<file path="src/rtl/mtdg_pkg.sv">
`timescale 1ns / 1ps
// Shared types and constants of the matmul tile descriptor generator.
// No dependencies; imported by every module of the block.
package mtdg_pkg;

    // fixed field widths
    localparam int DIM_W      = 16;                  // matrix and tile dimensions
    localparam int MAXT_W     = 21;                  // tile-count limit register
    localparam int CFG_IDX_W  = 3;
    localparam int CFG_DATA_W = (DIM_W > MAXT_W) ? DIM_W : MAXT_W;
    localparam int ORD_W      = 2;
    localparam int STAT_W     = 2;
    localparam int OUT_W      = 32;                  // base and count fields
    localparam int STRIDE_W   = 16;
    localparam int PROD_W     = 2 * DIM_W;           // tiles along M times along N
    localparam int TOT_W      = 3 * DIM_W;           // full tile total
    localparam int DIV_CNT_W  = $clog2(DIM_W);

    localparam logic [MAXT_W-1:0] MAX_TILES_RST = MAXT_W'(1048576);

    // configuration register indexes
    localparam logic [CFG_IDX_W-1:0] CFG_ROWS_M     = 3'd0;
    localparam logic [CFG_IDX_W-1:0] CFG_COLS_N     = 3'd1;
    localparam logic [CFG_IDX_W-1:0] CFG_DEPTH_K    = 3'd2;
    localparam logic [CFG_IDX_W-1:0] CFG_TILE_ROWS  = 3'd3;
    localparam logic [CFG_IDX_W-1:0] CFG_TILE_COLS  = 3'd4;
    localparam logic [CFG_IDX_W-1:0] CFG_TILE_DEPTH = 3'd5;
    localparam logic [CFG_IDX_W-1:0] CFG_LOOP_ORDER = 3'd6;
    localparam logic [CFG_IDX_W-1:0] CFG_MAX_TILES  = 3'd7;

    // loop order codes; the fourth code walks like ijk
    localparam logic [ORD_W-1:0] ORD_IJK = 2'd0;
    localparam logic [ORD_W-1:0] ORD_IKJ = 2'd1;
    localparam logic [ORD_W-1:0] ORD_JIK = 2'd2;

    // result status
    typedef enum logic [STAT_W-1:0] {
        ST_TILE    = 2'd0,
        ST_INVALID = 2'd1,
        ST_DONE    = 2'd2
    } t_status;

    // which dimension the shared divider works on
    typedef enum logic [1:0] {
        SEL_ROWS  = 2'd0,
        SEL_COLS  = 2'd1,
        SEL_DEPTH = 2'd2
    } t_dim_sel;

    // controller -> datapath
    typedef struct packed {
        logic     div_start;     // launch a tile-count division
        logic     div_capture;   // store rounded-up quotient as trip count
        t_dim_sel div_sel;
        logic     clear_active;  // restart drops the running sequence
        logic     mul_p;         // rows x cols trip product
        logic     mul_t;         // times depth trips
        logic     start_seq;     // load counters, mark sequence active
        logic     emit_prep;     // first emit stage: clamps and row product
        logic     load_out;      // write output register
        t_status  out_status;
    } t_cmd;

    // datapath -> controller
    typedef struct packed {
        logic cfg_zero;      // some size or tile extent is zero
        logic active;        // a sequence is running
        logic seq_done;      // every tile of the sequence went out
        logic div_done;
        logic over_limit;    // tile total above max_tiles
        logic out_free;      // output register can take a result this cycle
    } t_sts;

endpackage

</file>
<file path="src/rtl/matmul_tile_descriptor_generator.sv">
`timescale 1ns / 1ps
// Top level of the tiled matmul descriptor generator.
// Depends on mtdg_pkg; instantiates mtdg_ctrl and mtdg_dp.
//
//  channel | signals                                | direction
//  --------+----------------------------------------+----------
//  in      | i_in_valid, o_in_ready, i_restart      | item in
//  out     | o_out_valid, i_out_ready, o_status ... | item out
//  cfg     | i_cfg_we, i_cfg_index, i_cfg_data      | write only
//
// Advance item: after accept the two emit states run and the result is registered; the next
// item is taken only once back in idle. Status-only results are loaded from the finish state.
// Restart item: three divisions (16 steps each) on the one shared divider, two multiply
// states, a limit check and the two emit states, in that order.
// Reset is synchronous, active low; the limit register resets to 1048576, others to 0.
// A full output register stalls the final emit step and the status-only finish step; new items wait in idle.
module matmul_tile_descriptor_generator #(
    parameter int INDEX_WIDTH = 20
) (
    input  logic                            i_clk,
    input  logic                            i_rst_n,
    input  logic                            i_cfg_we,
    input  logic [mtdg_pkg::CFG_IDX_W-1:0]  i_cfg_index,
    input  logic [mtdg_pkg::CFG_DATA_W-1:0] i_cfg_data,
    input  logic                            i_in_valid,
    output logic                            o_in_ready,
    input  logic                            i_restart,
    output logic                            o_out_valid,
    input  logic                            i_out_ready,
    output logic [mtdg_pkg::STAT_W-1:0]     o_status,
    output logic [INDEX_WIDTH-1:0]          o_tile_index,
    output logic [mtdg_pkg::OUT_W-1:0]      o_base,
    output logic [mtdg_pkg::OUT_W-1:0]      o_count,
    output logic [mtdg_pkg::STRIDE_W-1:0]   o_stride_a,
    output logic [mtdg_pkg::STRIDE_W-1:0]   o_stride_b,
    output logic                            o_last
);
    import mtdg_pkg::*;

    t_cmd w_cmd;
    t_sts w_sts;

    mtdg_ctrl u_ctrl (
        .i_clk      (i_clk),
        .i_rst_n    (i_rst_n),
        .i_in_valid (i_in_valid),
        .o_in_ready (o_in_ready),
        .i_restart  (i_restart),
        .i_sts      (w_sts),
        .o_cmd      (w_cmd)
    );

    mtdg_dp #(
        .INDEX_WIDTH (INDEX_WIDTH)
    ) u_dp (
        .i_clk        (i_clk),
        .i_rst_n      (i_rst_n),
        .i_cfg_we     (i_cfg_we),
        .i_cfg_index  (i_cfg_index),
        .i_cfg_data   (i_cfg_data),
        .i_cmd        (w_cmd),
        .o_sts        (w_sts),
        .i_out_ready  (i_out_ready),
        .o_out_valid  (o_out_valid),
        .o_status     (o_status),
        .o_tile_index (o_tile_index),
        .o_base       (o_base),
        .o_count      (o_count),
        .o_stride_a   (o_stride_a),
        .o_stride_b   (o_stride_b),
        .o_last       (o_last)
    );

endmodule

</file>
<file path="src/rtl/mtdg_div.sv">
`timescale 1ns / 1ps
// Radix-2 restoring divider, one quotient bit per cycle.
// Depends on mtdg_pkg for the operand width.
module mtdg_div (
    input  logic                      i_clk,
    input  logic                      i_rst_n,
    input  logic                      i_start,
    input  logic [mtdg_pkg::DIM_W-1:0] i_dividend,
    input  logic [mtdg_pkg::DIM_W-1:0] i_divisor,
    output logic                      o_done,
    output logic [mtdg_pkg::DIM_W-1:0] o_quot,
    output logic [mtdg_pkg::DIM_W-1:0] o_rem
);
    import mtdg_pkg::*;

    logic                 r_busy;
    logic                 r_done;
    logic [DIV_CNT_W-1:0] r_cnt;
    logic [DIM_W-1:0]     r_quo;
    logic [DIM_W-1:0]     r_rem;
    logic [DIM_W-1:0]     r_dsr;

    logic [DIM_W:0]       w_shift;
    logic [DIM_W:0]       w_diff;
    logic                 w_qbit;

    // shift in next dividend bit and try a subtract
    assign w_shift = {r_rem, r_quo[DIM_W-1]};
    assign w_diff  = w_shift - {1'b0, r_dsr};
    assign w_qbit  = !w_diff[DIM_W];

    // control
    always_ff @(posedge i_clk) begin
        if (!i_rst_n) begin
            r_busy <= 1'b0;
            r_done <= 1'b0;
            r_cnt  <= '0;
        end else begin
            r_done <= r_busy && (r_cnt == '0);
            if (i_start) begin
                r_busy <= 1'b1;
                r_cnt  <= DIV_CNT_W'(DIM_W - 1);
            end else if (r_busy) begin
                if (r_cnt == '0) begin
                    r_busy <= 1'b0;
                end
                r_cnt <= r_cnt - 1'b1;
            end
        end
    end

    // partial remainder and quotient
    always_ff @(posedge i_clk) begin
        if (i_start) begin
            r_quo <= i_dividend;
            r_rem <= '0;
            r_dsr <= i_divisor;
        end else if (r_busy) begin
            r_quo <= {r_quo[DIM_W-2:0], w_qbit};
            r_rem <= w_qbit ? w_diff[DIM_W-1:0] : w_shift[DIM_W-1:0];
        end
    end

    assign o_done = r_done;
    assign o_quot = r_quo;
    assign o_rem  = r_rem;

`ifndef SYNTHESIS
    a_no_restart_busy: assert property (@(posedge i_clk) disable iff (!i_rst_n)
        i_start |-> !r_busy)
        else $error("divider started while busy");
    a_done_pulse: assert property (@(posedge i_clk) disable iff (!i_rst_n)
        r_done |=> !r_done)
        else $error("divider done longer than one cycle");
    a_done_after_last: assert property (@(posedge i_clk) disable iff (!i_rst_n)
        (r_busy && r_cnt == '0 && !i_start) |=> (r_done && !r_busy))
        else $error("divider missed its done pulse");
`endif

endmodule

</file>
<file path="src/rtl/mtdg_ctrl.sv">
`timescale 1ns / 1ps
// Sequencer of the tile descriptor generator: setup, emit and status paths.
// Depends on mtdg_pkg for the command and status structs.
module mtdg_ctrl (
    input  logic             i_clk,
    input  logic             i_rst_n,
    input  logic             i_in_valid,
    output logic             o_in_ready,
    input  logic             i_restart,
    input  mtdg_pkg::t_sts   i_sts,
    output mtdg_pkg::t_cmd   o_cmd
);
    import mtdg_pkg::*;

    typedef enum logic [8:0] {
        S_IDLE     = 9'b000000001,
        S_DIV_GO   = 9'b000000010,
        S_DIV_WAIT = 9'b000000100,
        S_MUL1     = 9'b000001000,
        S_MUL2     = 9'b000010000,
        S_CHECK    = 9'b000100000,
        S_EMIT1    = 9'b001000000,
        S_EMIT2    = 9'b010000000,
        S_FIN      = 9'b100000000
    } t_state;

    t_state   r_state, n_state;
    t_dim_sel r_sel, n_sel;
    t_status  r_fin, n_fin;

    logic w_accept;

    assign o_in_ready = (r_state == S_IDLE);
    assign w_accept   = i_in_valid && o_in_ready;

    // next state and commands
    always_comb begin
        n_state = r_state;
        n_sel   = r_sel;
        n_fin   = r_fin;
        o_cmd   = '0;
        o_cmd.div_sel    = r_sel;
        o_cmd.out_status = ST_TILE;
        case (r_state)
            S_IDLE: begin
                if (w_accept) begin
                    if (i_restart) begin
                        o_cmd.clear_active = 1'b1;
                        if (i_sts.cfg_zero) begin
                            n_fin   = ST_INVALID;
                            n_state = S_FIN;
                        end else begin
                            n_sel   = SEL_ROWS;
                            n_state = S_DIV_GO;
                        end
                    end else if (!i_sts.active) begin
                        n_fin   = ST_INVALID;
                        n_state = S_FIN;
                    end else if (i_sts.seq_done) begin
                        n_fin   = ST_DONE;
                        n_state = S_FIN;
                    end else begin
                        n_state = S_EMIT1;
                    end
                end
            end
            S_DIV_GO: begin
                o_cmd.div_start = 1'b1;
                n_state = S_DIV_WAIT;
            end
            S_DIV_WAIT: begin
                if (i_sts.div_done) begin
                    o_cmd.div_capture = 1'b1;
                    if (r_sel == SEL_DEPTH) begin
                        n_state = S_MUL1;
                    end else begin
                        n_sel   = (r_sel == SEL_ROWS) ? SEL_COLS : SEL_DEPTH;
                        n_state = S_DIV_GO;
                    end
                end
            end
            S_MUL1: begin
                o_cmd.mul_p = 1'b1;
                n_state = S_MUL2;
            end
            S_MUL2: begin
                o_cmd.mul_t = 1'b1;
                n_state = S_CHECK;
            end
            S_CHECK: begin
                if (i_sts.over_limit) begin
                    n_fin   = ST_INVALID;
                    n_state = S_FIN;
                end else begin
                    o_cmd.start_seq = 1'b1;
                    n_state = S_EMIT1;
                end
            end
            S_EMIT1: begin
                o_cmd.emit_prep = 1'b1;
                n_state = S_EMIT2;
            end
            S_EMIT2: begin
                if (i_sts.out_free) begin
                    o_cmd.load_out   = 1'b1;
                    o_cmd.out_status = ST_TILE;
                    n_state = S_IDLE;
                end
            end
            S_FIN: begin
                if (i_sts.out_free) begin
                    o_cmd.load_out   = 1'b1;
                    o_cmd.out_status = r_fin;
                    n_state = S_IDLE;
                end
            end
            default: begin
                n_state = S_IDLE;
            end
        endcase
    end

    // state registers
    always_ff @(posedge i_clk) begin
        if (!i_rst_n) begin
            r_state <= S_IDLE;
            r_sel   <= SEL_ROWS;
            r_fin   <= ST_INVALID;
        end else begin
            r_state <= n_state;
            r_sel   <= n_sel;
            r_fin   <= n_fin;
        end
    end

`ifndef SYNTHESIS
    a_accept_leaves_idle: assert property (@(posedge i_clk) disable iff (!i_rst_n)
        w_accept |=> !o_in_ready)
        else $error("controller stayed idle after taking an item");
    a_emit_holds: assert property (@(posedge i_clk) disable iff (!i_rst_n)
        (r_state == S_EMIT2 && !i_sts.out_free) |=> (r_state == S_EMIT2))
        else $error("tile result dropped while output was full");
    a_start_checked: assert property (@(posedge i_clk) disable iff (!i_rst_n)
        o_cmd.start_seq |-> (!i_sts.over_limit && !i_sts.cfg_zero))
        else $error("sequence started on a bad configuration");
`endif

endmodule

</file>
<file path="src/rtl/mtdg_dp.sv">
`timescale 1ns / 1ps
// Datapath: configuration registers, trip counts, tile counters, output register.
// Depends on mtdg_pkg and instantiates mtdg_div.
module mtdg_dp #(
    parameter int INDEX_WIDTH = 20
) (
    input  logic                            i_clk,
    input  logic                            i_rst_n,
    input  logic                            i_cfg_we,
    input  logic [mtdg_pkg::CFG_IDX_W-1:0]  i_cfg_index,
    input  logic [mtdg_pkg::CFG_DATA_W-1:0] i_cfg_data,
    input  mtdg_pkg::t_cmd                  i_cmd,
    output mtdg_pkg::t_sts                  o_sts,
    input  logic                            i_out_ready,
    output logic                            o_out_valid,
    output logic [mtdg_pkg::STAT_W-1:0]     o_status,
    output logic [INDEX_WIDTH-1:0]          o_tile_index,
    output logic [mtdg_pkg::OUT_W-1:0]      o_base,
    output logic [mtdg_pkg::OUT_W-1:0]      o_count,
    output logic [mtdg_pkg::STRIDE_W-1:0]   o_stride_a,
    output logic [mtdg_pkg::STRIDE_W-1:0]   o_stride_b,
    output logic                            o_last
);
    import mtdg_pkg::*;

    // configuration
    logic [DIM_W-1:0]  r_rows_m, r_cols_n, r_depth_k;
    logic [DIM_W-1:0]  r_tile_rows, r_tile_cols, r_tile_depth;
    logic [ORD_W-1:0]  r_loop_order;
    logic [MAXT_W-1:0] r_max_tiles;

    // sequence state
    logic              r_active;
    logic [DIM_W-1:0]  r_trip_rows, r_trip_cols, r_trip_depth;
    logic [DIM_W-1:0]  r_ti, r_tj, r_tk;
    logic [DIM_W-1:0]  r_i0, r_j0;
    logic [MAXT_W-1:0] r_emitted, r_total;
    logic [PROD_W-1:0] r_prod_p;
    logic [TOT_W-1:0]  r_prod_t;

    // emit stage
    logic [DIM_W-1:0]  r_rc, r_cc;
    logic [OUT_W-1:0]  r_row_base;

    // output register
    logic                   r_out_valid;
    t_status                r_out_status;
    logic [INDEX_WIDTH-1:0] r_out_index;
    logic [OUT_W-1:0]       r_out_base, r_out_count;
    logic [STRIDE_W-1:0]    r_out_stride_a, r_out_stride_b;
    logic                   r_out_last;

    // divider hookup
    logic             w_div_done;
    logic [DIM_W-1:0] w_quot, w_rem, w_ceil;
    logic [DIM_W-1:0] w_dividend, w_divisor;

    // walk control
    logic w_load_tile;
    logic w_wr_i, w_wr_j, w_wr_k;
    logic w_step_i, w_step_j, w_step_k;
    logic w_clr_i, w_clr_j, w_clr_k;
    logic [DIM_W-1:0] w_rem_rows, w_rem_cols;

    // configuration writes end any running sequence
    always_ff @(posedge i_clk) begin
        if (!i_rst_n) begin
            r_rows_m     <= '0;
            r_cols_n     <= '0;
            r_depth_k    <= '0;
            r_tile_rows  <= '0;
            r_tile_cols  <= '0;
            r_tile_depth <= '0;
            r_loop_order <= ORD_IJK;
            r_max_tiles  <= MAX_TILES_RST;
        end else if (i_cfg_we) begin
            case (i_cfg_index)
                CFG_ROWS_M:     r_rows_m     <= i_cfg_data[DIM_W-1:0];
                CFG_COLS_N:     r_cols_n     <= i_cfg_data[DIM_W-1:0];
                CFG_DEPTH_K:    r_depth_k    <= i_cfg_data[DIM_W-1:0];
                CFG_TILE_ROWS:  r_tile_rows  <= i_cfg_data[DIM_W-1:0];
                CFG_TILE_COLS:  r_tile_cols  <= i_cfg_data[DIM_W-1:0];
                CFG_TILE_DEPTH: r_tile_depth <= i_cfg_data[DIM_W-1:0];
                CFG_LOOP_ORDER: r_loop_order <= i_cfg_data[ORD_W-1:0];
                CFG_MAX_TILES:  r_max_tiles  <= i_cfg_data[MAXT_W-1:0];
                default: begin
                end
            endcase
        end
    end

    always_ff @(posedge i_clk) begin
        if (!i_rst_n) begin
            r_active <= 1'b0;
        end else if (i_cfg_we || i_cmd.clear_active) begin
            r_active <= 1'b0;
        end else if (i_cmd.start_seq) begin
            r_active <= 1'b1;
        end
    end

    // trip counts: ceil(len / tile) on the shared divider
    always_comb begin
        case (i_cmd.div_sel)
            SEL_ROWS: begin
                w_dividend = r_rows_m;
                w_divisor  = r_tile_rows;
            end
            SEL_COLS: begin
                w_dividend = r_cols_n;
                w_divisor  = r_tile_cols;
            end
            SEL_DEPTH: begin
                w_dividend = r_depth_k;
                w_divisor  = r_tile_depth;
            end
            default: begin
                w_dividend = r_rows_m;
                w_divisor  = r_tile_rows;
            end
        endcase
    end

    mtdg_div u_div (
        .i_clk      (i_clk),
        .i_rst_n    (i_rst_n),
        .i_start    (i_cmd.div_start),
        .i_dividend (w_dividend),
        .i_divisor  (w_divisor),
        .o_done     (w_div_done),
        .o_quot     (w_quot),
        .o_rem      (w_rem)
    );

    assign w_ceil = w_quot + DIM_W'(w_rem != '0);

    always_ff @(posedge i_clk) begin
        if (i_cmd.div_capture) begin
            case (i_cmd.div_sel)
                SEL_ROWS:  r_trip_rows  <= w_ceil;
                SEL_COLS:  r_trip_cols  <= w_ceil;
                SEL_DEPTH: r_trip_depth <= w_ceil;
                default: begin
                end
            endcase
        end
    end

    // tile total, one multiply per cycle
    always_ff @(posedge i_clk) begin
        if (i_cmd.mul_p) begin
            r_prod_p <= PROD_W'(r_trip_rows) * PROD_W'(r_trip_cols);
        end
        if (i_cmd.mul_t) begin
            r_prod_t <= TOT_W'(r_prod_p) * TOT_W'(r_trip_depth);
        end
    end

    // loop nest: which counter steps and which wraps, by loop order
    assign w_wr_i = ({1'b0, r_ti} + 1'b1) >= {1'b0, r_trip_rows};
    assign w_wr_j = ({1'b0, r_tj} + 1'b1) >= {1'b0, r_trip_cols};
    assign w_wr_k = ({1'b0, r_tk} + 1'b1) >= {1'b0, r_trip_depth};

    always_comb begin
        case (r_loop_order)
            ORD_IKJ: begin
                w_step_j = 1'b1;
                w_step_k = w_wr_j;
                w_step_i = w_wr_j && w_wr_k;
                w_clr_j  = w_wr_j;
                w_clr_k  = w_wr_j && w_wr_k;
                w_clr_i  = 1'b0;
            end
            ORD_JIK: begin
                w_step_k = 1'b1;
                w_step_i = w_wr_k;
                w_step_j = w_wr_k && w_wr_i;
                w_clr_k  = w_wr_k;
                w_clr_i  = w_wr_k && w_wr_i;
                w_clr_j  = 1'b0;
            end
            default: begin
                w_step_k = 1'b1;
                w_step_j = w_wr_k;
                w_step_i = w_wr_k && w_wr_j;
                w_clr_k  = w_wr_k;
                w_clr_j  = w_wr_k && w_wr_j;
                w_clr_i  = 1'b0;
            end
        endcase
    end

    assign w_load_tile = i_cmd.load_out && (i_cmd.out_status == ST_TILE);

    // counters and running origins, advanced as each tile goes out
    always_ff @(posedge i_clk) begin
        if (i_cmd.start_seq) begin
            r_ti      <= '0;
            r_tj      <= '0;
            r_tk      <= '0;
            r_i0      <= '0;
            r_j0      <= '0;
            r_emitted <= '0;
            r_total   <= r_prod_t[MAXT_W-1:0];
        end else if (w_load_tile) begin
            r_emitted <= r_emitted + 1'b1;
            if (w_clr_i) begin
                r_ti <= '0;
                r_i0 <= '0;
            end else if (w_step_i) begin
                r_ti <= r_ti + 1'b1;
                r_i0 <= r_i0 + r_tile_rows;
            end
            if (w_clr_j) begin
                r_tj <= '0;
                r_j0 <= '0;
            end else if (w_step_j) begin
                r_tj <= r_tj + 1'b1;
                r_j0 <= r_j0 + r_tile_cols;
            end
            if (w_clr_k) begin
                r_tk <= '0;
            end else if (w_step_k) begin
                r_tk <= r_tk + 1'b1;
            end
        end
    end

    // first emit stage: edge clamps and row offset product
    assign w_rem_rows = r_rows_m - r_i0;
    assign w_rem_cols = r_cols_n - r_j0;

    always_ff @(posedge i_clk) begin
        if (i_cmd.emit_prep) begin
            r_rc       <= (r_tile_rows < w_rem_rows) ? r_tile_rows : w_rem_rows;
            r_cc       <= (r_tile_cols < w_rem_cols) ? r_tile_cols : w_rem_cols;
            r_row_base <= OUT_W'(r_i0) * OUT_W'(r_cols_n);
        end
    end

    // output register
    always_ff @(posedge i_clk) begin
        if (!i_rst_n) begin
            r_out_valid <= 1'b0;
        end else if (i_cmd.load_out) begin
            r_out_valid <= 1'b1;
        end else if (i_out_ready) begin
            r_out_valid <= 1'b0;
        end
    end

    always_ff @(posedge i_clk) begin
        if (i_cmd.load_out) begin
            r_out_status <= i_cmd.out_status;
            if (w_load_tile) begin
                r_out_index    <= INDEX_WIDTH'(r_emitted);
                r_out_base     <= r_row_base + OUT_W'(r_j0);
                r_out_count    <= OUT_W'(r_rc) * OUT_W'(r_cc);
                r_out_stride_a <= STRIDE_W'(r_depth_k);
                r_out_stride_b <= STRIDE_W'(r_cols_n);
                r_out_last     <= ((r_emitted + 1'b1) == r_total);
            end else begin
                r_out_index    <= '0;
                r_out_base     <= '0;
                r_out_count    <= '0;
                r_out_stride_a <= '0;
                r_out_stride_b <= '0;
                r_out_last     <= 1'b0;
            end
        end
    end

    // status to the controller
    assign o_sts.cfg_zero   = (r_rows_m == '0) || (r_cols_n == '0) || (r_depth_k == '0) ||
                              (r_tile_rows == '0) || (r_tile_cols == '0) ||
                              (r_tile_depth == '0);
    assign o_sts.active     = r_active;
    assign o_sts.seq_done   = (r_emitted >= r_total);
    assign o_sts.div_done   = w_div_done;
    assign o_sts.over_limit = (r_prod_t > TOT_W'(r_max_tiles));
    assign o_sts.out_free   = !r_out_valid || i_out_ready;

    assign o_out_valid  = r_out_valid;
    assign o_status     = r_out_status;
    assign o_tile_index = r_out_index;
    assign o_base       = r_out_base;
    assign o_count      = r_out_count;
    assign o_stride_a   = r_out_stride_a;
    assign o_stride_b   = r_out_stride_b;
    assign o_last       = r_out_last;

`ifndef SYNTHESIS
    a_load_when_free: assert property (@(posedge i_clk) disable iff (!i_rst_n)
        i_cmd.load_out |-> (!r_out_valid || i_out_ready))
        else $error("output register overwritten before it was taken");
    a_tile_in_range: assert property (@(posedge i_clk) disable iff (!i_rst_n)
        w_load_tile |-> (r_active && r_emitted < r_total))
        else $error("tile emitted past the end of the sequence");
    a_origin_inside: assert property (@(posedge i_clk) disable iff (!i_rst_n)
        w_load_tile |-> (r_i0 < r_rows_m && r_j0 < r_cols_n))
        else $error("running tile origin left the matrix");
`endif

endmodule
</file>
<file path="config.mk">
export PLATFORM = sky130hd
export DESIGN_NAME = matmul_tile_descriptor_generator
export DESIGN_NICKNAME = d
export VERILOG_FILES = /design/src/rtl/mtdg_pkg.sv /design/src/rtl/matmul_tile_descriptor_generator.sv /design/src/rtl/mtdg_div.sv /design/src/rtl/mtdg_ctrl.sv /design/src/rtl/mtdg_dp.sv
export SDC_FILE = /design/constraint.sdc
export NUM_CORES = 2
export LEC_CHECK = 0
export ABC_AREA = 1
export BUFFER_PORTS_ARGS = -buffer_cell sky130_fd_sc_hd__buf_2
export CORE_MARGIN = 3
export CORE_UTILIZATION = 30
export CTS_CLUSTER_SIZE = 24
export DETAILED_ROUTE_END_ITERATION = 8
export SYNTH_ARGS = -nofsm -noshare
export SYNTH_HDL_FRONTEND = slang
export SYNTH_SLANG_ARGS = --single-unit
</file>
<file path="constraint.sdc">
create_clock -name i_clk -period 17.5 [get_ports i_clk]
set_clock_uncertainty 0.2 [all_clocks]
set_input_delay 3.5 -clock i_clk [delete_from_list [all_inputs] [get_ports i_clk]]
set_output_delay 3.5 -clock i_clk [all_outputs]
set_load 0.03 [all_outputs]
</file>
# Word level (Yosys, flattened, before mapping)
# Cells that the tools add are included.
[op_classes]
n_lt_le_gt_ge = 7
eq_ne = 30
addsub = 15
muxes = 68
n_reduce_logical = 51
mul = 4
n_bitwise = 1
[op_table]
columns = ["cell", "n"]
rows = [
  ["16-bit 2-to-1 mux", 15],
  ["16-bit zero test", 6],
  ["16-bit by 16-bit multiplier with 32-bit output", 3],
  ["9-bit 2-to-1 mux", 8],
  ["9-bit one-hot mux with 8 select lines", 1],
  ["16-bit one-hot mux with 2 select lines", 2],
  ["16-bit by 1-bit adder with 17-bit output (second input constant)", 3],
  ["17-bit by 16-bit greater-or-equal comparator with 1-bit output", 3],
  ["16-bit by 1-bit adder with 16-bit output (second input constant)", 3],
  ["48-bit by 21-bit greater-than comparator with 1-bit output", 1],
  ["32-bit by 16-bit multiplier with 48-bit output", 1],
  ["16-bit adder", 2],
  ["32-bit by 16-bit adder with 32-bit output", 1],
  ["16-bit < comparator", 2],
  ["16-bit subtractor", 2],
  ["2-bit AND reduction", 14],
  ["2-bit 2-to-1 mux", 12],
  ["21-bit by 1-bit adder with 21-bit output (second input constant)", 1],
  ["21-bit equality test", 1],
  ["21-bit greater-or-equal comparator", 1],
  ["1-bit 2-to-1 mux", 20],
  ["17-bit by 16-bit subtractor with 17-bit output", 1],
  ["16-bit by 1-bit adder with 16-bit output", 1],
  ["16-bit nonzero test", 1],
  ["36 further kinds", 71],
]
[totals]
output_inout_bits = 121
reg_bits = 621
in_bits = 30

# Depth between registers and ports, before layout
[logic_depth]
depth_word = 10
depth_mapped = 29

# Hierarchy
# From an unflattened synthesis, not the netlist that was laid out.
[hier_totals]
hier_cells = 9545
area_unflattened_um2 = 76084.2
[modules_own_cells]
columns = ["mod", "cells_each", "n_inst", "seq_area_each_um2", "area_each_um2"]
rows = [
  ["mtdg_dp", 8914, 1, 14413.8, 71712.5],
  ["mtdg_div", 468, 1, 1401.3, 3329.4],
  ["mtdg_ctrl", 163, 1, 260.2, 1042.2],
]

# Worst setup path after synthesis
# OpenSTA, ideal clock, no wires.
[synth_path]
path_type = "input -> register"
from = "in i_out_ready"
to = "reg u_dp.r_out_base[13] (netlist: u_dp.o_base[13]), data pin"
stages = 8
path_slack_ps = 5905
arrival_time_ps = 11249
path_cell_list = "nor2_1 a21oi_1 nand2_1 inv_2 buf_4 buf_2 o21ai_0 a21oi_1"
[synth_lines]
columns = ["element", "line", "rtl"]
rows = [
  ["start, declared", "matmul_tile_descriptor_generator.sv:29", "input logic i_out_ready,"],
  ["end signal, assigned", "mtdg_dp.sv:257", "r_out_base <= r_row_base + OUT_W'(r_j0);"],
  ["end, declared", "mtdg_dp.sv:49", "logic [OUT_W-1:0] r_out_base, r_out_count;"],
]

# Final worst setup path
[layout_path]
from = "reg u_dp.r_prod_p[20]"
to = "reg u_dp.r_prod_t[44], data pin"
[layout_via]
elab_chain_cells = 1
[layout_rtl]
columns = ["element", "line", "rtl"]
rows = [
  ["start, declared", "mtdg_dp.sv:38", "logic [PROD_W-1:0] r_prod_p;"],
  ["start signal, assigned", "mtdg_dp.sv:152", "r_prod_p <= PROD_W'(r_trip_rows) * PROD_W'(r_trip_cols);"],
  ["32-bit by 16-bit multiplier with 48-bit output", "mtdg_dp.sv:155", "r_prod_t <= TOT_W'(r_prod_p) * TOT_W'(r_trip_depth);"],
  ["end signal, assigned", "mtdg_dp.sv:155", ""],
  ["end, declared", "mtdg_dp.sv:39", "logic [TOT_W-1:0] r_prod_t;"],
]
# No other way between the ends.
# A chain may end at the register's enable or synchronous reset.

==> qor.yml <==
run_status: "complete, no violations"
period_needed_ns: 6.87
setup_viol: 0
cts-resized-gates: 0
ys_ff_latch: 621
required_ns: 17.73
synth_area_leaders: "fa_1 27%, edfxtp_1 14%, inv_1 11%"
place_congestion: 0.937
cts_buffer_depth: 3
async_flop_share: 0
hold_buffers: 0
fmax_mhz: 146
leakage_nw: 42.5
synth.distinct_cells: 53
synth_top_area_frac: 0.266
ff_latch_area_sq_um: 16100
crit_path_top_delay_cell: "edfxtp_1"
end_kind: "register"
place.detailed.hpwl_um: 171000
placed_cells: 12700
area_delta_synth_final_pct: 8.18
syn_avg_cell_area_sq_um: 7.90
die_w_um: 509
gr-usage-all-layers: 0.170
dieArea_sq_um: 259000
route.vias.total: 60000
io_buffers: 150
drv_cap: 0
synth_xor_area_frac: 0.0273
root_buffer: "clkbuf_16"
cts_tree: "yes"
whs_ns: 0.253
grt_pass1_wl_um: 348000
ys.flop_type: "edfxtp_1"
synth-compound-area-share: 0.0805
path_common_cell: "fa_1"
synthTopCellsByCount: "2314 x inv_1, 2264 x nand2_1, 1006 x fa_1"
die_h_um: 509
final_cells: 12800
final_util: 0.328
rows: 183
ios: 151
wl_per_cell_um: 17.1
cts_sinks: 621
nFillCells: 26400
ys_warn_count: 0
core-area_sq_um: 250000
hold_path_class: "reg -> reg"
worstPathArrival_ns: 7.10
grt_max_degree: 71
drive_above_1_share: 0.0381
crit_type: "reg -> reg"
firstDrtPassIters: 6
synth_top_family_by_area: "adder cells"
path_delay_family: "adder cells"
seq_area_frac_synth: 0.212
antenna_left: 0
cts_setup_buffers: 0
grt_pass1_vias: 60900
drv_slew: 0
tightest_slew_ns: 1.17
cpPeakStageDelay_ns: 0.95
synthSimpleGateAreaFrac: 0.167
synth_most_common_cell: "inv_1"
clk_pin_slew_ns: 0.07
drt_iter0_markers: 4419
rsz0062_at_grt: "false"
cts_max_level: 3
antenna_found_initial: 11
vias_per_cell: 4.67
crit_buf_inv: 3
vdd_drop_max_uv: 79.7
gr-total-overflow: 0
cts_made_buffers: 73
hold_viol_final: 0
yosysTopAreaCell: "fa_1"
drc: 0
worstSkewPairLatency_ns: 0.72
synthAdderAreaFrac: 0.374
wl_um: 220000
synth_mux_area_frac: 0.00119
worstPathCellList: "nand2_1 -> fa_1 -> inv_1 -> fa_1 -> fa_1 -> fa_1 -> fa_1 -> inv_1 -> fa_1 -> inv_1 -> ha_1 -> a21o_1 -> a31oi_1 -> o21ai_0 -> a21oi_1 -> nand3_1 -> nand2_1 -> nand3_1 -> xor2_1"
start_util: 0.303
synth_edf_count: 364
synth_area_sq_um: 75800
final_nets: 11100
worst_setup_path_start_kind: "register"
finalCritPeriodShare: 0.393
relSlewSlack: 0.221
power.density_nw_per_um2: 66.5
multiInputGateArea_sq_um: 49300
syn_inst: 9586
synthesis.nets: 11300
fin_tns_setup_ns: 0
path_max_fanout: 16
[worst min-delay path, cell delays in order (launching register included)]
cell	delay [ns]
dfxtp_1	0.30
inv_1	0.06
a21oi_1	0.06
[state kept, by name (all words and copies together) (netlist names), 20 cells and up]
signal / count
u_dp.r_prod_t: 48
u_dp.o_base: 32
u_dp.o_count: 32
u_dp.r_prod_p: 32
u_dp.r_row_base: 32
u_dp.r_emitted: 21
u_dp.r_max_tiles: 21
u_dp.r_total: 21
u_dp.o_tile_index: 20
[placed cells by master, fill, tap and decap left out, types with 13 or more instances in the layout]
cell type / Yosys / final
buf_2: 16 / 149
o22ai_1: 21 / 21
a21o_1: 33 / 33
o31ai_1: 13 / 13
nor3_1: 72 / 71
clkbuf_1: 390 / 15
xor2_1: 164 / 164
o21ai_0: 389 / 389
o211ai_1: 29 / 29
nor2_1: 536 / 536
ha_1: 656 / 656
o21bai_1: 23 / 23
nand3_1: 163 / 163
dfxtp_1: 257 / 257
nor4_1: 30 / 30
xnor2_1: 72 / 72
fa_1: 1006 / 1006
clkbuf_16: 0 / 75
a21oi_1: 507 / 506
buf_4: 6 / 61
nand4_1: 73 / 73
o21ai_1: 31 / 30
o21a_1: 21 / 21
a31oi_1: 30 / 30
edfxtp_1: 364 / 364
nand2_1: 2264 / 2263
inv_1: 2314 / 2312
[report_power, final]
part / leakage, nW / internal, mW / switching, mW
clock network: 1.19 / 0.889 / 0.717
registers: 5.43 / 1.72 / 0.248
logic: 35.9 / 0.609 / 1.27
total: 42.5 / 3.22 / 2.23
[kinds of logic (layout without fill, tap and decap cells)]
kind of cell / Yosys count / count (layout)
AO/OA/AOI/OAI: 1126 / 1126
XOR/XNOR: 236 / 236
adder cells (fa/ha/maj): 1662 / 1662
buffers and inverters: 2750 / 2669
flip-flops: 621 / 621
multiplexers: 9 / 9
other: 0 / 7
AND/OR/NAND/NOR: 3182 / 3182
[through the flow]
step,cell area (sq um),total power [mW],setup WS [ns]
floorplan,75800,3.25,5.91
global placement,79500,3.84,10.38
detailed placement,79500,3.85,10.37
CTS,81900,5.48,10.75
global route,82000,5.80,10.26
finish,82000,5.45,10.63
[metal layers]
metal  wire length [um]  track usage
met5                  0            0
met4               9650       0.0687
met3              13000       0.0206
met2             104000        0.287
met1              93700        0.222
[final timing paths]
path	from	to	slack [ns]	cells after the start
hold reg to reg	u_dp.r_active	u_dp.r_active	0.25	2
setup reg to reg	u_dp.r_prod_p[20]	u_dp.r_prod_t[44]	10.63	19
setup / recovery	u_dp.r_prod_p[20]	u_dp.r_prod_t[44]	10.63	19
hold / removal	u_dp.r_active	u_dp.r_active	0.25	2
[layout make-up]
type	count	share of cell area
clock buffer	92	0.0239
sequential	621	0.196
multi-input combinational	6215	0.602
antenna	7	0.000214
tap	3330	0.0508
clock inverter	43	0.00611
timing repair buffer	210	0.0147
inverter	2324	0.106
(Power assumes the default switching activity.)
